<file path="config.mk">
export PLATFORM = sky130hd
export DESIGN_NAME = kld_queue
export DESIGN_NICKNAME = d
export VERILOG_FILES = /design/src/hdl/kld_pkg.sv /design/src/hdl/kld_queue.sv
export SDC_FILE = /design/constraint.sdc
export NUM_CORES = 1
export LEC_CHECK = 0
export BUFFER_PORTS_ARGS = -buffer_cell sky130_fd_sc_hd__buf_2
export CAP_MARGIN = 25
export CORE_MARGIN = 3
export CORE_UTILIZATION = 53
export CTS_BUF_LIST = sky130_fd_sc_hd__clkbuf_4 sky130_fd_sc_hd__clkbuf_8
export DETAILED_ROUTE_END_ITERATION = 10
export PLACE_DENSITY = 0.75
export SYNTH_ARGS = -nofsm -noshare
export SYNTH_HDL_FRONTEND = slang
export SYNTH_SLANG_ARGS = --single-unit
export TNS_END_PERCENT = 50
</file>
<file path="constraint.sdc">
create_clock -name clk -period 2.7 [get_ports clk]
set_input_delay 0.27 -clock clk [delete_from_list [all_inputs] [get_ports clk]]
set_output_delay 0.27 -clock clk [all_outputs]
set_load 0.05 [all_outputs]
</file>
<file path="src/hdl/kld_pkg.sv">
// Shared types, constants and the log2 table for the KL divergence loss unit.
package kld_pkg;

    localparam int FRAC_BITS       = 24;
    localparam int LOG_TABLE_DEPTH = 256;
    localparam int IDX_W           = $clog2(LOG_TABLE_DEPTH);
    localparam int FR_W            = 30 - IDX_W;
    localparam int LN_SHIFT        = 30 - FRAC_BITS;
    localparam int DIFF_W          = 36;
    localparam int CFG_IDX_W       = 1;

    localparam logic [CFG_IDX_W-1:0] REG_REDUCTION_MODE = 1'd0;
    localparam logic [CFG_IDX_W-1:0] REG_BATCH_SIZE     = 1'd1;

    localparam logic [1:0] MODE_NONE      = 2'd0;
    localparam logic [1:0] MODE_SUM       = 2'd1;
    localparam logic [1:0] MODE_MEAN      = 2'd2;
    localparam logic [1:0] MODE_BATCHMEAN = 2'd3;

    localparam logic signed [39:0] LN2_Q30 = 40'sd744261118;

    typedef struct packed {
        logic [1:0]  mode;
        logic [15:0] batch;
    } kld_cfg_t;

    typedef struct packed {
        logic signed [63:0] term;
        logic               last;
    } kld_item_t;

    typedef logic [30:0] log_tab_t [0:LOG_TABLE_DEPTH];

    // log2 of a Q30 mantissa in [1,2) by repeated squaring
    function automatic logic [30:0] log2_q30(logic [63:0] m_in);
        logic [63:0] m;
        logic [30:0] y;
        m = m_in;
        y = '0;
        for (int k = 1; k <= 30; k++) begin
            m = (m * m) >> 30;
            if (m >= (64'd2 << 30)) begin
                m = m >> 1;
                y[30-k] = 1'b1;
            end
        end
        return y;
    endfunction

    function automatic log_tab_t build_log_tab();
        log_tab_t tab;
        for (int i = 0; i < LOG_TABLE_DEPTH; i++) begin
            tab[i] = log2_q30((64'd1 << 30) + (64'(i) << FR_W));
        end
        tab[LOG_TABLE_DEPTH] = 31'd1 << 30;
        return tab;
    endfunction

    localparam log_tab_t LOG2_TAB = build_log_tab();

endpackage

</file>
<file path="src/hdl/kld_queue.sv">
// Four-entry queue of terms between front and back.
module kld_queue
(
    input  logic               clk,
    input  logic               rst_n,
    input  logic               push,
    input  kld_pkg::kld_item_t push_item,
    output logic               push_ready,
    input  logic               pop,
    output kld_pkg::kld_item_t pop_item,
    output logic               pop_valid
);
    kld_pkg::kld_item_t mem_reg [0:3];
    logic [1:0] wptr_reg, rptr_reg;
    logic [2:0] cnt_reg;

    assign push_ready = (cnt_reg != 3'd4);
    assign pop_valid  = (cnt_reg != 3'd0);
    assign pop_item   = mem_reg[rptr_reg];

    always_ff @(posedge clk or negedge rst_n)
    begin
        if (!rst_n)
        begin
            wptr_reg <= '0;
            rptr_reg <= '0;
            cnt_reg  <= '0;
        end
        else
        begin
            if (push) wptr_reg <= wptr_reg + 1'b1;
            if (pop)  rptr_reg <= rptr_reg + 1'b1;
            cnt_reg <= cnt_reg + 3'(push) - 3'(pop);
        end
    end

    always_ff @(posedge clk)
    begin
        if (push) mem_reg[wptr_reg] <= push_item;
    end
endmodule

</file>
==> impl_metrics.py <==
metrics = {
    "outcome": {
        "outcome": "completed",
    },
    "route": {
        "vias": 4700,
        "drtAntennaViolNets": 0,
        "dr.pass1.iters": 4,
        "route.detailed.drc": 0,
        "wire_per_inst_um": 20.7,
        "vias_per_cell": 5.40,
        "wl_um": 18000,
        "drtIter0Drc": 264,
    },
    "cts": {
        "clk_latency_ns": 0.52,
        "cts_tree": "built",
        "clk_pin_slew_worst_paths_ns": 0.06,
        "cts_max_level": 2,
        "cts_buffers": 42,
        "cts_buffer_depth": 3,
        "cts.sinks": 267,
        "cts_root_buf": "clkbuf_8",
    },
    "layout": {
        "final_cell_mix": "edfxtp_1, buf_2, dlygate4sd3_1, mux4_2, clkbuf_8",
        "drive_above_1_share": 0.438,
        "largest_reg_flops": 260,
        "fin_cells": 871,
        "diodes": 0,
        "nNetsFinal": 693,
        "nFillCells": 1158,
        "synthToLayoutAreaGrowth_pct": 24.6,
        "final_common_cell": "edfxtp_1",
        "final_cell_area_um2": 12200,
    },
    "place": {
        "gp_congestion": 0.681,
        "dp_cells": 735,
        "dp_hpwl_um": 10400,
        "placed_cell_area_um2": 10800,
        "io_buffer_count": 135,
    },
    "grt": {
        "grt_pass1_wl_um": 28400,
        "antenna_found_initial": 0,
        "overflow": 0,
        "grt_pass1_vias": 5309,
        "grt_max_degree": 68,
        "track_usage": 0.184,
    },
    "worst_hold_path": {
        "hp-class": "in2reg",
        "worstHoldStart": "push",
    },
    "power": {
        "clkPwrFrac": 0.218,
        "share_comb_of_total_power": 0.389,
        "p_int_w": 0.00892,
        "power_frac_seq": 0.393,
        "p_total_w": 0.0145,
        "ir_drop_uv": 884,
        "p_leak_nw": 4.30,
        "power.net_switching_w": 0.00557,
        "power.density_nw_per_um2": 1190,
        "switching_share": 0.384,
    },
    "sta": {
        "period_needed_ns": 2.60,
        "hold_violations": 0,
        "slew_headroom": 0.577,
        "setup_violations": 0,
        "finalSetupTns_ns": 0,
        "slew_viol_final": 0,
        "tightest_slew_ns": 0.634,
        "hold_slack_ns": 0.0505,
        "period_share": 0.963,
        "rsz0062_at_grt": "no",
        "fmax_mhz": 385,
        "skew_ns": 0.0106,
    },
    "worst_setup_path": {
        "end_kind": "output pin",
        "reg2reg_to": "mem_reg[1][25]",
        "start_kind": "flip-flop",
        "critPathArrivalTime_ns": 2.33,
        "worst_ep_required_time_ns": 2.43,
        "crit_type": "reg2out",
        "r2r_slack_ns": 0.84,
        "crit_path_end": "pop_item[23]",
        "reg2regPathDepth": 4,
        "reg2reg_from": "wptr_reg[1]",
        "critPathLaunch": "rptr_reg[0]",
        "worstPathMaxFanout": 67,
    },
    "yosys": {
        "syn_inst": 375,
        "synth.avg_cell_area_um2": 26.1,
        "ys_warn_count": 0,
        "synth_cell_types": 18,
        "ys_seq_area_frac": 0.814,
        "syn-num-nets": 451,
        "ys_seq_elements": 267,
        "syn-cell-area_um2": 9810,
    },
    "die": {
        "dieArea_um2": 20200,
        "coreArea_um2": 18100,
        "initial_core_util": 0.542,
        "die_w_um": 142,
        "rows": 49,
        "io-pin-count": 136,
        "die_h_um": 142,
    },
    "job": {
        "maxCapViolations": 0,
    },
}
## critical path, stage by stage (launching register included)
cell and delay, ns:
dfrtp_4 0.42, buf_12 0.37, mux4_2 0.62, buf_2 0.23
## cell families after synthesis
group           count (synthesis)  synth area share
flops                         267             0.814
mux                            65             0.149
buf+inv                        21            0.0172
simple gates                    9           0.00472
fa+ha+maj                       7           0.00970
xor+xnor                        5           0.00447
compound gates                  1          0.000510
## how the worst min path moves through the flow
| stage | endpoint | slack, ns | depth (start not counted) |
|---|---|---|---|
| 6_report | wptr_reg[0] | 0.05 | 2 |
| 5_1_grt | wptr_reg[0] | 0.03 | 2 |
| 4_1_cts | wptr_reg[0] | 0.02 | 2 |
| 3_5_place_dp | cnt_reg[0] | 0.12 | 1 |
| 3_3_place_gp | cnt_reg[0] | 0.11 | 1 |
| 2_1_floorplan | cnt_reg[0] | -0.03 | 0 |
## routing by layer
layer / GRT usage / up-vias / part of all wire
met5: 0 / - / 0
met4: 0.0621 / 0 / 0.022
met3: 0.0447 / 33 / 0.061
met2: 0.310 / 165 / 0.51
met1: 0.238 / 2422 / 0.40
li1: - / 2080 / -
## area by class of cell
cell class	count	area, µm²	area share
clock inverter	7	31.3	0.00256
inverter	6	22.5	0.00184
multi-input combinational	87	1660	0.136
timing repair buffer	213	1480	0.121
tap	229	287	0.0235
sequential	267	7990	0.654
clock buffer	62	741	0.0606
## power by group through the flow
stage	combinational (W)	clock, W	sequential [W]
detailed placement	0.00564	0	0.00579
CTS	0.00573	0.00324	0.00571
global route	0.00594	0.00342	0.00576
global placement	0.00559	0	0.00573
finish	0.00564	0.00315	0.00570
floorplan	0.00458	0	0.00567
## cells in the mapped netlist
cell type  number  area [µm²]
o21ai_0         1        5.00
buf_4           3        22.5
nand2_1         3        11.3
ha_1            6        75.1
and2_1          4        25.0
edfxtp_1      260        7810
fa_1            1        20.0
buf_2           5        25.0
buf_6           1        11.3
or3_1           1        6.26
xor2_1          2        17.5
nor2_1          1        3.75
inv_1           6        22.5
buf_12          4        80.1
clkbuf_1        2        7.51
mux4_2         65        1460
xnor2_1         3        26.3
dfrtp_1         7         175
## metrics by stage
| step | utilization | worst slack, ns |
|---|---|---|
| 3_5_place_dp | 0.596 | 0.681 |
| 5_1_grt | 0.675 | 0.00935 |
| 2_1_floorplan | - | 0.122 |
| 3_3_place_gp | 0.596 | 0.688 |
| 4_1_cts | 0.675 | 0.0981 |
| 6_report | 0.675 | 0.100 |
## timing repair
action,CTS,global route
resized for setup,0,0
setup buffers,0,0
hold endpoints to repair,268,0
hold buffers,67,0
Note: power is estimated with default switching activity, not from simulation.
